[src/rtl/core/kscl_pkg.sv]
// Shared widths, defaults and types for the keypad scan code lock.
package kscl_pkg;

   localparam int KEY_MATRIX_WIDTH   = 12;
   localparam int KEY_WIDTH          = 4;
   localparam int PIN_WIDTH          = 20;
   localparam int KEYPAD_ROWS        = 4;
   localparam int KEYPAD_COLS        = 3;
   localparam int HISTORY_LENGTH_DEF = 5;

   // Key released: push it into the history.
   typedef struct packed {
      logic                 push;
      logic [KEY_WIDTH-1:0] key;
   } kscl_push_type;

endpackage

[src/rtl/core/keypad_scan_code_lock_unit.sv]
// Top level of the keypad scan code lock: handshakes, press tracking, results.
// A scan tick's input transfer loads the input register; the tick then
// moves into the result register, and a result stall holds both.
// Throughput: one scan tick per cycle unless results stall; decode, history
// shift and PIN compare sit between the input and result registers.
// Reset (synchronous, active high) clears the PIN, press state, history count,
// access flag and both valid flags; history contents need no reset.
module keypad_scan_code_lock_unit
   import kscl_pkg::*;
#(
   parameter int HISTORY_LENGTH = HISTORY_LENGTH_DEF
)
(
   input  logic                        clock,
   input  logic                        reset,
   // PIN register write
   input  logic                        csr_wr_en,
   input  logic [PIN_WIDTH-1:0]        csr_wr_data,
   // Scan tick input channel
   input  logic                        req_valid,
   output logic                        req_stall,
   input  logic [KEY_MATRIX_WIDTH-1:0] req_key_matrix,
   // Result channel
   output logic                        rsp_valid,
   input  logic                        rsp_stall,
   output logic                        rsp_beep_start,
   output logic                        rsp_key_event,
   output logic [KEY_WIDTH-1:0]        rsp_event_key,
   output logic                        rsp_grant_now,
   output logic                        rsp_access_latched
);

   logic [PIN_WIDTH-1:0]        pin_ff;
   logic                        in_valid_ff;
   logic                        in_valid_in;
   logic [KEY_MATRIX_WIDTH-1:0] matrix_ff;
   logic                        rsp_valid_ff;
   logic                        rsp_valid_in;

   logic                        held_valid_ff;
   logic [KEY_WIDTH-1:0]        held_key_ff;
   logic                        beep_done_ff;
   logic                        access_ff;

   logic                        beep_ff;
   logic                        event_ff;
   logic [KEY_WIDTH-1:0]        event_key_ff;
   logic                        grant_ff;

   logic                        advance;
   logic                        accept;
   logic                        process;
   logic                        pressed;
   logic [KEY_WIDTH-1:0]        key;
   logic                        release_now;
   logic                        match;
   kscl_push_type               push_req;

   // The result register moves on when it is empty or its transfer
   // completes. The input register is then free to take a new tick in the
   // same cycle, so ticks stream at one per cycle while results flow.
   assign advance      = !rsp_valid_ff || !rsp_stall;
   assign req_stall    = in_valid_ff && !advance;
   assign accept       = req_valid && !req_stall;
   assign process      = in_valid_ff && advance;
   assign in_valid_in  = accept || (in_valid_ff && !advance);
   assign rsp_valid_in = advance ? in_valid_ff : rsp_valid_ff;

   always_ff @(posedge clock) begin
      if (reset) begin
         in_valid_ff  <= 1'b0;
         rsp_valid_ff <= 1'b0;
         pin_ff       <= '0;
      end else begin
         in_valid_ff  <= in_valid_in;
         rsp_valid_ff <= rsp_valid_in;
         if (csr_wr_en) begin
            pin_ff <= csr_wr_data;
         end
      end
   end

   always_ff @(posedge clock) begin
      if (accept) begin
         matrix_ff <= req_key_matrix;
      end
   end

   kscl_decode u_decode (
      .key_matrix (matrix_ff),
      .pressed    (pressed),
      .key        (key)
   );

   // A tick with no contact closed after a press ends that press: the key
   // seen on the last pressed tick is reported and enters the history.
   assign release_now   = !pressed && held_valid_ff;
   assign push_req.push = process && release_now;
   assign push_req.key  = held_key_ff;

   kscl_history #(
      .HISTORY_LENGTH (HISTORY_LENGTH)
   ) u_history (
      .clock    (clock),
      .reset    (reset),
      .push_req (push_req),
      .pin_code (pin_ff),
      .match    (match)
   );

   // Press tracking and the sticky access flag change only when a tick is
   // processed into the result register.
   always_ff @(posedge clock) begin
      if (reset) begin
         held_valid_ff <= 1'b0;
         held_key_ff   <= '0;
         beep_done_ff  <= 1'b0;
         access_ff     <= 1'b0;
      end else if (process) begin
         if (pressed) begin
            held_valid_ff <= 1'b1;
            held_key_ff   <= key;
            beep_done_ff  <= 1'b1;
         end else if (held_valid_ff) begin
            held_valid_ff <= 1'b0;
            held_key_ff   <= '0;
            beep_done_ff  <= 1'b0;
            if (match) begin
               access_ff <= 1'b1;
            end
         end
      end
   end

   // Result payload; the access flag output is the registered flag itself,
   // which already reflects the tick held in the result register.
   always_ff @(posedge clock) begin
      if (process) begin
         beep_ff      <= pressed && !beep_done_ff;
         event_ff     <= release_now;
         event_key_ff <= release_now ? held_key_ff : '0;
         grant_ff     <= release_now && match;
      end
   end

   assign rsp_valid          = rsp_valid_ff;
   assign rsp_beep_start     = beep_ff;
   assign rsp_key_event      = event_ff;
   assign rsp_event_key      = event_key_ff;
   assign rsp_grant_now      = grant_ff;
   assign rsp_access_latched = access_ff;

endmodule

[src/rtl/core/kscl_decode.sv]
// Priority decoder from the keypad contact matrix to one key index.
module kscl_decode
   import kscl_pkg::*;
(
   input  logic [KEY_MATRIX_WIDTH-1:0] key_matrix,
   output logic                        pressed,
   output logic [KEY_WIDTH-1:0]        key
);

   // Later assignments win: rows ascend and columns descend, so the highest
   // row and, within it, the lowest column take priority.
   always_comb begin
      pressed = 1'b0;
      key     = '0;
      for (int row = 0; row < KEYPAD_ROWS; row++) begin
         for (int col = KEYPAD_COLS - 1; col >= 0; col--) begin
            if (key_matrix[row * KEYPAD_COLS + col]) begin
               pressed = 1'b1;
               key     = KEY_WIDTH'(row * KEYPAD_COLS + col);
            end
         end
      end
   end

endmodule

[src/rtl/core/kscl_history.sv]
// Released-key history shift register and PIN comparison.
module kscl_history
   import kscl_pkg::*;
#(
   parameter int HISTORY_LENGTH = HISTORY_LENGTH_DEF
)
(
   input  logic                 clock,
   input  logic                 reset,
   input  kscl_push_type        push_req,
   input  logic [PIN_WIDTH-1:0] pin_code,
   output logic                 match
);

   localparam int CountWidth = $clog2(HISTORY_LENGTH + 1);
   localparam int PinExtWidth = (4 * HISTORY_LENGTH > PIN_WIDTH) ?
                                4 * HISTORY_LENGTH : PIN_WIDTH;

   logic [KEY_WIDTH-1:0]   history_ff [HISTORY_LENGTH];
   logic [KEY_WIDTH-1:0]   history_in [HISTORY_LENGTH];
   logic [CountWidth-1:0]  count_ff;
   logic [CountWidth-1:0]  count_in;
   logic [PinExtWidth-1:0] pin_ext;

   // Newest key enters at the top end; once the history is full the
   // contents are the last keys in order, oldest at index zero. Before that
   // no comparison is made, so the partly filled order does not matter.
   always_comb begin
      for (int i = 0; i < HISTORY_LENGTH - 1; i++) begin
         history_in[i] = history_ff[i + 1];
      end
      history_in[HISTORY_LENGTH - 1] = push_req.key;
      if (count_ff == CountWidth'(HISTORY_LENGTH)) begin
         count_in = count_ff;
      end else begin
         count_in = count_ff + 1'b1;
      end
   end

   // PIN nibbles beyond the register width read as zero.
   assign pin_ext = PinExtWidth'(pin_code);

   always_comb begin
      match = (count_in == CountWidth'(HISTORY_LENGTH));
      for (int i = 0; i < HISTORY_LENGTH; i++) begin
         if (pin_ext[4 * (HISTORY_LENGTH - 1 - i) +: 4] != history_in[i]) begin
            match = 1'b0;
         end
      end
      if (!push_req.push) begin
         match = 1'b0;
      end
   end

   always_ff @(posedge clock) begin
      if (reset) begin
         count_ff <= '0;
      end else if (push_req.push) begin
         count_ff <= count_in;
      end
   end

   always_ff @(posedge clock) begin
      if (push_req.push) begin
         history_ff <= history_in;
      end
   end

endmodule
[config.mk]
export PLATFORM = sky130hd
export DESIGN_NAME = keypad_scan_code_lock_unit
export DESIGN_NICKNAME = d
export VERILOG_FILES = /design/src/rtl/core/kscl_pkg.sv /design/src/rtl/core/keypad_scan_code_lock_unit.sv /design/src/rtl/core/kscl_decode.sv /design/src/rtl/core/kscl_history.sv
export SDC_FILE = /design/constraint.sdc
export NUM_CORES = 1
export LEC_CHECK = 0
export BUFFER_PORTS_ARGS = -buffer_cell sky130_fd_sc_hd__buf_2
export CAP_MARGIN = 5
export CORE_ASPECT_RATIO = 0.5
export CORE_MARGIN = 4
export CORE_UTILIZATION = 30
export CTS_BUF_LIST = sky130_fd_sc_hd__clkbuf_4 sky130_fd_sc_hd__clkbuf_8
export DETAILED_ROUTE_END_ITERATION = 8
export MAX_ROUTING_LAYER = met4
export PLACE_DENSITY = 0.54
export SETUP_SLACK_MARGIN = 0.2
export SKIP_CTS_REPAIR_TIMING = 1
export SLEW_MARGIN = 20
export SYNTH_ARGS = -nofsm -noshare
export SYNTH_HDL_FRONTEND = slang
export SYNTH_SLANG_ARGS = --single-unit
[constraint.sdc]
create_clock -name clock -period 2.2 [get_ports clock]
set_input_delay 0.44 -clock clock [delete_from_list [all_inputs] [get_ports clock]]
set_output_delay 0.44 -clock clock [all_outputs]
set_load 0.1 [all_outputs]
# Word-level counts from Yosys, hierarchy flattened
# Cells that the tools add are included.
dict set report classes {
  addsub 1
  muxes 36
  n_reduce_logical 18
  bitwise_logic 1
  n_eq_ne 7
}
# op n
set op_table {}
lappend op_table {{4-bit 2-to-1 mux} 8}
lappend op_table {{1-bit 2-to-1 mux} 21}
lappend op_table {{4-bit inequality test} 5}
lappend op_table {{3-bit 2-to-1 mux} 4}
lappend op_table {{1-bit logical AND} 7}
lappend op_table {{3-bit equality test (second input constant)} 2}
lappend op_table {{1-bit zero test} 6}
lappend op_table {{2-bit 2-to-1 mux} 3}
lappend op_table {{4-bit AND reduction} 1}
lappend op_table {{3-bit by 1-bit adder with 3-bit output (second input constant)} 1}
lappend op_table {{1-bit logical OR} 2}
lappend op_table {{2-bit AND reduction} 1}
lappend op_table {{2-bit nonzero test} 1}
lappend op_table {{1-bit inverter} 1}
dict set report totals {
  out_inout_bits 10
  inputBits 37
  reg_bits 67
}

# Logic depth before layout (Yosys ltp)
# Gate-level depths: netlist (run 1).
dict set report depth {
  ltp_word 17
  ltp_mapped 7
}

# Modules after synthesis
# Synthesis (run 1) repeated with hierarchy kept, for this count alone.
dict set report hier_totals {
  cells_unflattened 209
  hier_area_um2 2640.0
}
# module instances area_each_um2 seq_area_each_um2 cells_each
set modules_own_cells {}
lappend modules_own_cells {keypad_scan_code_lock_unit 1 1671.6 1151.1 131}
lappend modules_own_cells {kscl_history 1 850.8 540.5 58}
lappend modules_own_cells {kscl_decode 1 117.6 0.0 20}

# Worst setup path before layout (run 1)
# OpenSTA, ideal clock, no wires.
dict set report synth_timing {
  kind {reg2reg}
  start {reg rsp_valid_ff (netlist: rsp_valid)}
  end {reg matrix_ff[0] (enable)}
  arrival_time_ns 2.318
  synth_period_minus_slack_ns 2.676
  path_stages_with_launch 3
  path_buffers 0
  setup_ns 0.358
  slack_ns -0.476
  cell_sequence {dfxtp_1 and3_1 nor2b_1}
}
dict set report synth_via {
  elab_chain_len 6
}
# item line_no
set synth_rtl {}
lappend synth_rtl {{from (decl)} keypad_scan_code_lock_unit.sv:37} ;# logic rsp_valid_ff;
lappend synth_rtl {{from (signal assigned)} keypad_scan_code_lock_unit.sv:76} ;# rsp_valid_ff <= rsp_valid_in;
lappend synth_rtl {{1-bit zero test} keypad_scan_code_lock_unit.sv:62} ;# assign advance = !rsp_valid_ff || !rsp_stall;
lappend synth_rtl {{1-bit logical OR} keypad_scan_code_lock_unit.sv:62}
lappend synth_rtl {{1-bit zero test} keypad_scan_code_lock_unit.sv:63} ;# assign req_stall = in_valid_ff && !advance;
lappend synth_rtl {{1-bit logical AND} keypad_scan_code_lock_unit.sv:63}
lappend synth_rtl {{named net req_stall} keypad_scan_code_lock_unit.sv:21} ;# output logic req_stall,
lappend synth_rtl {{1-bit zero test} keypad_scan_code_lock_unit.sv:64} ;# assign accept = req_valid && !req_stall;
lappend synth_rtl {{1-bit logical AND} keypad_scan_code_lock_unit.sv:64}
lappend synth_rtl {{named net accept} keypad_scan_code_lock_unit.sv:51} ;# logic accept;
lappend synth_rtl {{to (signal assigned)} keypad_scan_code_lock_unit.sv:85} ;# matrix_ff <= req_key_matrix;
lappend synth_rtl {{to (decl)} keypad_scan_code_lock_unit.sv:36} ;# logic [KEY_MATRIX_WIDTH-1:0] matrix_ff;
# The timed path passes the listed nets, and every way through them passes these cells.
# A chain may end at the register's enable or synchronous reset.

# Worst setup path after layout (run 1)
dict set report layout_timing {
  start {reg matrix_ff[8]}
  end {reg access_ff (netlist: rsp_access_latched)}
}
dict set report layout_via {
  elab_chain_len 11
  word_cells_on_any_way 12
}
# item line_no
set layout_rtl {}
lappend layout_rtl {{1-bit 2-to-1 mux * (6 in series)} kscl_decode.sv:17} ;# if (key_matrix[row * KEYPAD_COLS + col]) begin
lappend layout_rtl {{1-bit zero test} keypad_scan_code_lock_unit.sv:97} ;# assign release_now = !pressed && held_valid_ff;
lappend layout_rtl {{1-bit logical AND} keypad_scan_code_lock_unit.sv:97}
lappend layout_rtl {{1-bit logical AND} keypad_scan_code_lock_unit.sv:98} ;# assign push_req.push = process && release_now;
lappend layout_rtl {{1-bit 2-to-1 mux} kscl_history.sv:50} ;# if (!push_req.push) begin
lappend layout_rtl {{4-bit AND reduction (no line) *} n/a}
lappend layout_rtl {{to (signal assigned)} keypad_scan_code_lock_unit.sv:118} ;# access_ff <= 1'b0;
lappend layout_rtl {{to (signal assigned)} keypad_scan_code_lock_unit.sv:129} ;# access_ff <= 1'b1;
lappend layout_rtl {{to (decl)} keypad_scan_code_lock_unit.sv:43} ;# logic access_ff;
# Every way passes the cells marked *; elsewhere a longest branch is shown, timed or not.

==> results of run 1 <==
[report_power, final]
group / switching, mW / internal [mW] / total (mW)
combinational: 0.107 / 0.0790 / 0.186
sequential: 0.0373 / 1.36 / 1.40
clock: 0.449 / 0.464 / 0.913
[cell usage after synthesis, types with 2 or more instances]
library cell  instances  area, um^2
nand2_1               7        26.3
nand3_1               2        10.0
and4_1                2        17.5
a21oi_1               6        30.0
nor2_1               36         135
edfxtp_1             35        1050
mux2i_1              21         210
ha_1                  2        25.0
xor2_1                4        35.0
xnor2_1              17         149
inv_1                 6        22.5
buf_6                 2        22.5
nor2b_1               5        31.3
a32oi_1               2        17.5
and2_1                4        25.0
nor3_1                2        10.0
nor4_1                2        12.5
nand4_1               3        18.8
dfxtp_1              32         641
clkbuf_1              5        18.8
[cell type report]
| cell class | count | area (um^2) |
|---|---|---|
| flip-flops and latches | 67 | 1690 |
| clock buffers | 12 | 153 |
| multi-input cells | 135 | 947 |
| clock inverters | 4 | 25.0 |
| repair buffers | 47 | 238 |
| fillers | 877 | 5480 |
| inverters | 6 | 22.5 |
| well taps | 117 | 146 |
[routing by layer]
metal | GRT usage, % | vias to the layer above | wire length [um]
met2 | 15.3 | 36 | 2360
met4 | 3.83 | 0 | 80
met1 | 12.9 | 776 | 2470
met5 | - | - | 0
met3 | 4.57 | 7 | 226
li1 | - | 861 | -
[worst max-delay path, stage by stage (launching register included)]
cell	delay, ns
edfxtp_1	0.45
nor4_2	0.29
and4_2	0.36
nor3b_2	0.26
and4_1	0.25
o21ba_1	0.12
[stage by stage]
step / setup WS (ns) / std cells / utilization, % / power, mW
6_report: 0.413 / 388 / 37.0 / 2.49
5_1_grt: 0.259 / 388 / 37.0 / 2.61
4_1_cts: 0.285 / 387 / 36.9 / 2.54
3_5_place_dp: 0.283 / 371 / 34.9 / 1.61
3_3_place_gp: 0.391 / 371 / 34.9 / 1.61
2_1_floorplan: 0.394 / 214 / - / 1.55
[worst min path at each step]
stage / from / endpoint / slack (ns) / cells after the start
2_1_floorplan: u_history.history_ff[1] / u_history.history_ff[5] / 0.45 / 0
3_3_place_gp: rsp_access_latched / rsp_access_latched / 0.46 / 1
3_5_place_dp: u_history.history_ff[5] / u_history.history_ff[9] / 0.46 / 0
4_1_cts: req_key_matrix[8] / matrix_ff[8] / 0.25 / 1
5_1_grt: req_key_matrix[6] / matrix_ff[6] / 0.26 / 1
6_report: req_key_matrix[8] / matrix_ff[8] / 0.27 / 1
[sequential cells by signal, summed over array words and instances (netlist names), 3 cells and up]
signal                cells
pin_ff                   20
rsp_event_key             4
matrix_ff                12
u_history.count_ff        3
held_key_ff               4
u_history.history_ff     16
[kinds of logic after synthesis]
| family | Yosys count | synth area share, % |
|---|---|---|
| AND/OR/NAND/NOR | 71 | 13.9 |
| flip-flops | 67 | 62.9 |
| XOR/XNOR | 21 | 6.84 |
| multiplexers | 21 | 7.81 |
| AO/OA/AOI/OAI | 19 | 5.26 |
| buffers and inverters | 13 | 2.37 |
| adder cells (fa/ha/maj) | 2 | 0.930 |
==> qor.txt, run 1 <==
area of the die - 10600 um^2
Yosys warning total - 0
layout cell share with drive strength beyond 1 - 27.7%
gr usage total - 10.5%
first-pass GRT wire length - 8100 um
distinct cell type count of the synthesized netlist - 39
final hold violation count - 0
CTS Buf Count - 9
setup slack, reg-to-reg - 0.41 ns
max-cap check violation count - 0
ys flop type - edfxtp_1
Root Driver - clkbuf_8
Seq/Total Area, Yosys - 62.9%
launching point of the worst reg2reg path - matrix_ff[8]
Hold Crit Class - in -> reg
largest net degree at the start of global routing - 33
worst endpoint required time - 2.49 ns
Max-slew headroom - 59.5%
Power Density - 774 nW/um^2
RSZ-0062 raised after global routing - false
R2R cell count - 5
area grow syn2layout - 19.9%
die extent in x - 142 um
IR drop worst, VDD - 0.329 mV
Crit Path Max Fanout - 9
# H-tree levels - 3
endpoint type of the worst setup path - register
highest clock rate - 560 MHz
worst hold slack - 0.273 ns
Mapped Area - 2690 um^2
Worst-Skew Late Latency - 0.34 ns
core area - 8710 um^2
effective utilization at floorplan - 30.9%
Reg-to-Reg End - rsp_access_latched
WS Path Type - reg -> reg
Final period util - 81.2%
first drt pass iteration count - 4
final wirelength - 5140 um
CTS Sinks - 67
cells after synthesis - 214
total gr overflow - 0
GPL Wtd Cong - 0.767
min cycle time layout - 1.79 ns
most frequent cells in the layout - buf_2 (46), nor2_1 (36), edfxtp_1 (35)
HPWL after detailed placement - 3680 um
CP startpoint - matrix_ff[8]
status - completed
Worst Setup Start Kind - register
total negative slack - 0 ns
fraction of registers with async set/reset - 0%
syn avg cell area - 12.6 um^2
number of port buffers - 46
initial antenna violation count - 0
FP Rows - 24
ANT cells - 0
die height - 75.0 um
Worst-path clk slew - 0.07 ns
Crit path arrival time - 2.08 ns
clock skew - 0.00993 ns
setup violators final - 0
vias in the first global route - 1670
vias per cell - 4.33
Post-synth EDFFs - 35
Iteration-0 DRC Markers - 87
Finished Cell Area - 3220 um^2
fin. max-slew vios - 0
DRC - 0
most common cell after layout, fill and taps aside - buf_2
routed length per instance - 13.2 um
number of nets in the layout - 305
slew at the pin closest to its max-slew limit - 0.607 ns
CTS tree - done
IO Count - 47
post-synth net total - 253
Placed Area - 3040 um^2
Static Leak - 1.29 nW
antenna-violating nets left - 0
Worst Setup EP - rsp_access_latched
vias after detailed routing - 1680
register bit total from synthesis - 67
Max Buffers Root-to-Sink - 2
No activity file was read; power rests on OpenSTA's default activity.
==> run 2: changes to the inputs <==
Clock period 2.2 ns to 1.7 ns, I/O delays scaled along.
==> qor.txt, run 2 (synthesis results as in run 1) <==
final core occ - 39.4%
max reg flops - 20
HPWL after detailed placement - 3790 um
status - completed
Static Leak - 1.37 nW
Logic pwr share - 7.6%
most frequent cells in the layout - buf_2 (45), nor2_1 (36), edfxtp_1 (35)
Worst-Skew Late Latency - 0.35 ns
FP Rows - 24
slowest CP cell - edfxtp_1
crit-path leading delay family - simple AND/OR/NAND/NOR gates
biggest regs - pin_ff (20), u_history.history_ff (16), matrix_ff (12)
worst endpoint required time - 2.00 ns
largest net degree at the start of global routing - 21
endpoint type of the worst setup path - register
pre-CTS setup slack - -0.0539 ns
Finished Cell Area - 3430 um^2
min cycle time layout - 1.62 ns
Hold Crit Class - in -> reg
die extent in x - 142 um
most common cell after layout, fill and taps aside - buf_2
vias after detailed routing - 1755
Iteration-0 DRC Markers - 63
Placed Area - 3140 um^2
area of the die - 10600 um^2
WS Path Type - reg -> reg
CTS Buf Count - 9
final worst slack - 0.0841 ns
fin. max-slew vios - 0
routed length per instance - 13.1 um
launching point of the worst reg2reg path - matrix_ff[1]
max-cap check violation count - 0
IR drop worst, VDD - 0.507 mV
Cell Int Power - 2.70 mW
# H-tree levels - 3
critical path depth - 5
part of the power in registers - 51.6%
Worst Setup EP - rsp_access_latched
critical path cell sequence - nor4_4 > and4_4 > nor3b_4 > and4_1 > o21ba_1
first drt pass iteration count - 4
GR Util met3 - 4.00%
setup violators final - 0
met2 Use GR - 15.9%
Power Density - 1020 nW/um^2
Root Driver - clkbuf_8
Crit path arrival time - 1.92 ns
Max Buffers Root-to-Sink - 2
P_sw - 0.801 mW
DRC - 0
GPL Wtd Cong - 0.841
Worst Setup Start Kind - register
area grow syn2layout - 27.5%
gr usage total - 10.6%
total gr overflow - 0
setup slack, reg-to-reg - 0.08 ns
antenna-violating nets left - 0
vias per cell - 4.39
final wirelength - 5230 um
R2R cell count - 5
switch share - 22.9%
Crit Path Max Fanout - 4
number of nets in the layout - 317
global route hottest layer - met2
initial antenna violation count - 0
Final period util - 95.1%
vias in the first global route - 1785
ANT cells - 0
Max-slew headroom - 67.6%
clock skew - 0.0108 ns
highest clock rate - 619 MHz
core area - 8710 um^2
CTS tree - done
Reg-to-Reg End - rsp_access_latched
largest stage delay on the critical path - 0.43 ns
first-pass GRT wire length - 8280 um
IO Count - 47
met1 Use GR - 12.9%
crit path buf inv count - 0
CTS Sinks - 67
effective utilization at floorplan - 30.9%
number of port buffers - 46
layout cell share with drive strength beyond 1 - 31.8%
largest register by flop count - pin_ff
CP startpoint - matrix_ff[1]
Worst-path clk slew - 0.08 ns
clock share of power - 40.8%
worst hold slack - 0.172 ns
RSZ-0062 raised after global routing - true
die height - 75.0 um
slew at the pin closest to its max-slew limit - 0.490 ns
final hold violation count - 0
-- run 2: changes by cell type in the layout (fill, tap and decap cells not counted), moves of 2 or more --
cell,delta
buf_4,+9
buf_12,+3
and2_4,+2
bufinv_16,+2
clkbuf_4,-2
clkinv_1,+2
clkinv_4,+2
inv_4,-2
-- run 2: worst min-delay path by stage --
| stage | start | slack, ns | cells after the start | end |
|---|---|---|---|---|
| after floorplan | reset | 0.42 | 1 | u_history.count_ff[2] |
| after global placement | u_history.history_ff[5] | 0.46 | 0 | u_history.history_ff[9] |
| after detailed placement | u_history.history_ff[7] | 0.46 | 0 | u_history.history_ff[11] |
| after CTS | req_key_matrix[10] | 0.15 | 1 | matrix_ff[10] |
| after global routing | req_key_matrix[4] | 0.15 | 1 | matrix_ff[4] |
| final | req_key_matrix[4] | 0.17 | 1 | matrix_ff[4] |
-- run 2: cell type report --
| class | count | area [um^2] |
|---|---|---|
| timing repair buffer | 58 | 360 |
| fill | 865 | 5280 |
| tap | 117 | 146 |
| inverter | 6 | 22.5 |
| sequential | 67 | 1700 |
| clock inverter | 7 | 92.6 |
| multi-input combinational | 136 | 988 |
| clock buffer | 9 | 124 |
-- run 2: layer usage --
metal / wire length (um) / vias up
met5: 0 / -
met4: 85 / 0
met3: 193 / 9
met2: 2350 / 33
met1: 2600 / 824
li1: - / 889
-- run 2: through the flow --
| stage | instances | total power [mW] | setup TNS, ns |
|---|---|---|---|
| after global placement | 378 | 2.10 | 0 |
| after floorplan | 214 | 2.00 | 0 |
| after detailed placement | 378 | 2.11 | -0.0872 |
| final | 400 | 3.50 | 0 |
| after global routing | 400 | 3.64 | -0.0556 |
| after CTS | 394 | 3.55 | -0.105 |
-- run 2: power groups by stage --
stage          registers [mW]  clock network (mW)  logic, mW
6_report                 1.80                1.43      0.267
3_3_place_gp             1.84                   0      0.259
2_1_floorplan            1.87                   0      0.131
3_5_place_dp             1.84                   0      0.265
5_1_grt                  1.81                1.53      0.298
4_1_cts                  1.80                1.48      0.266
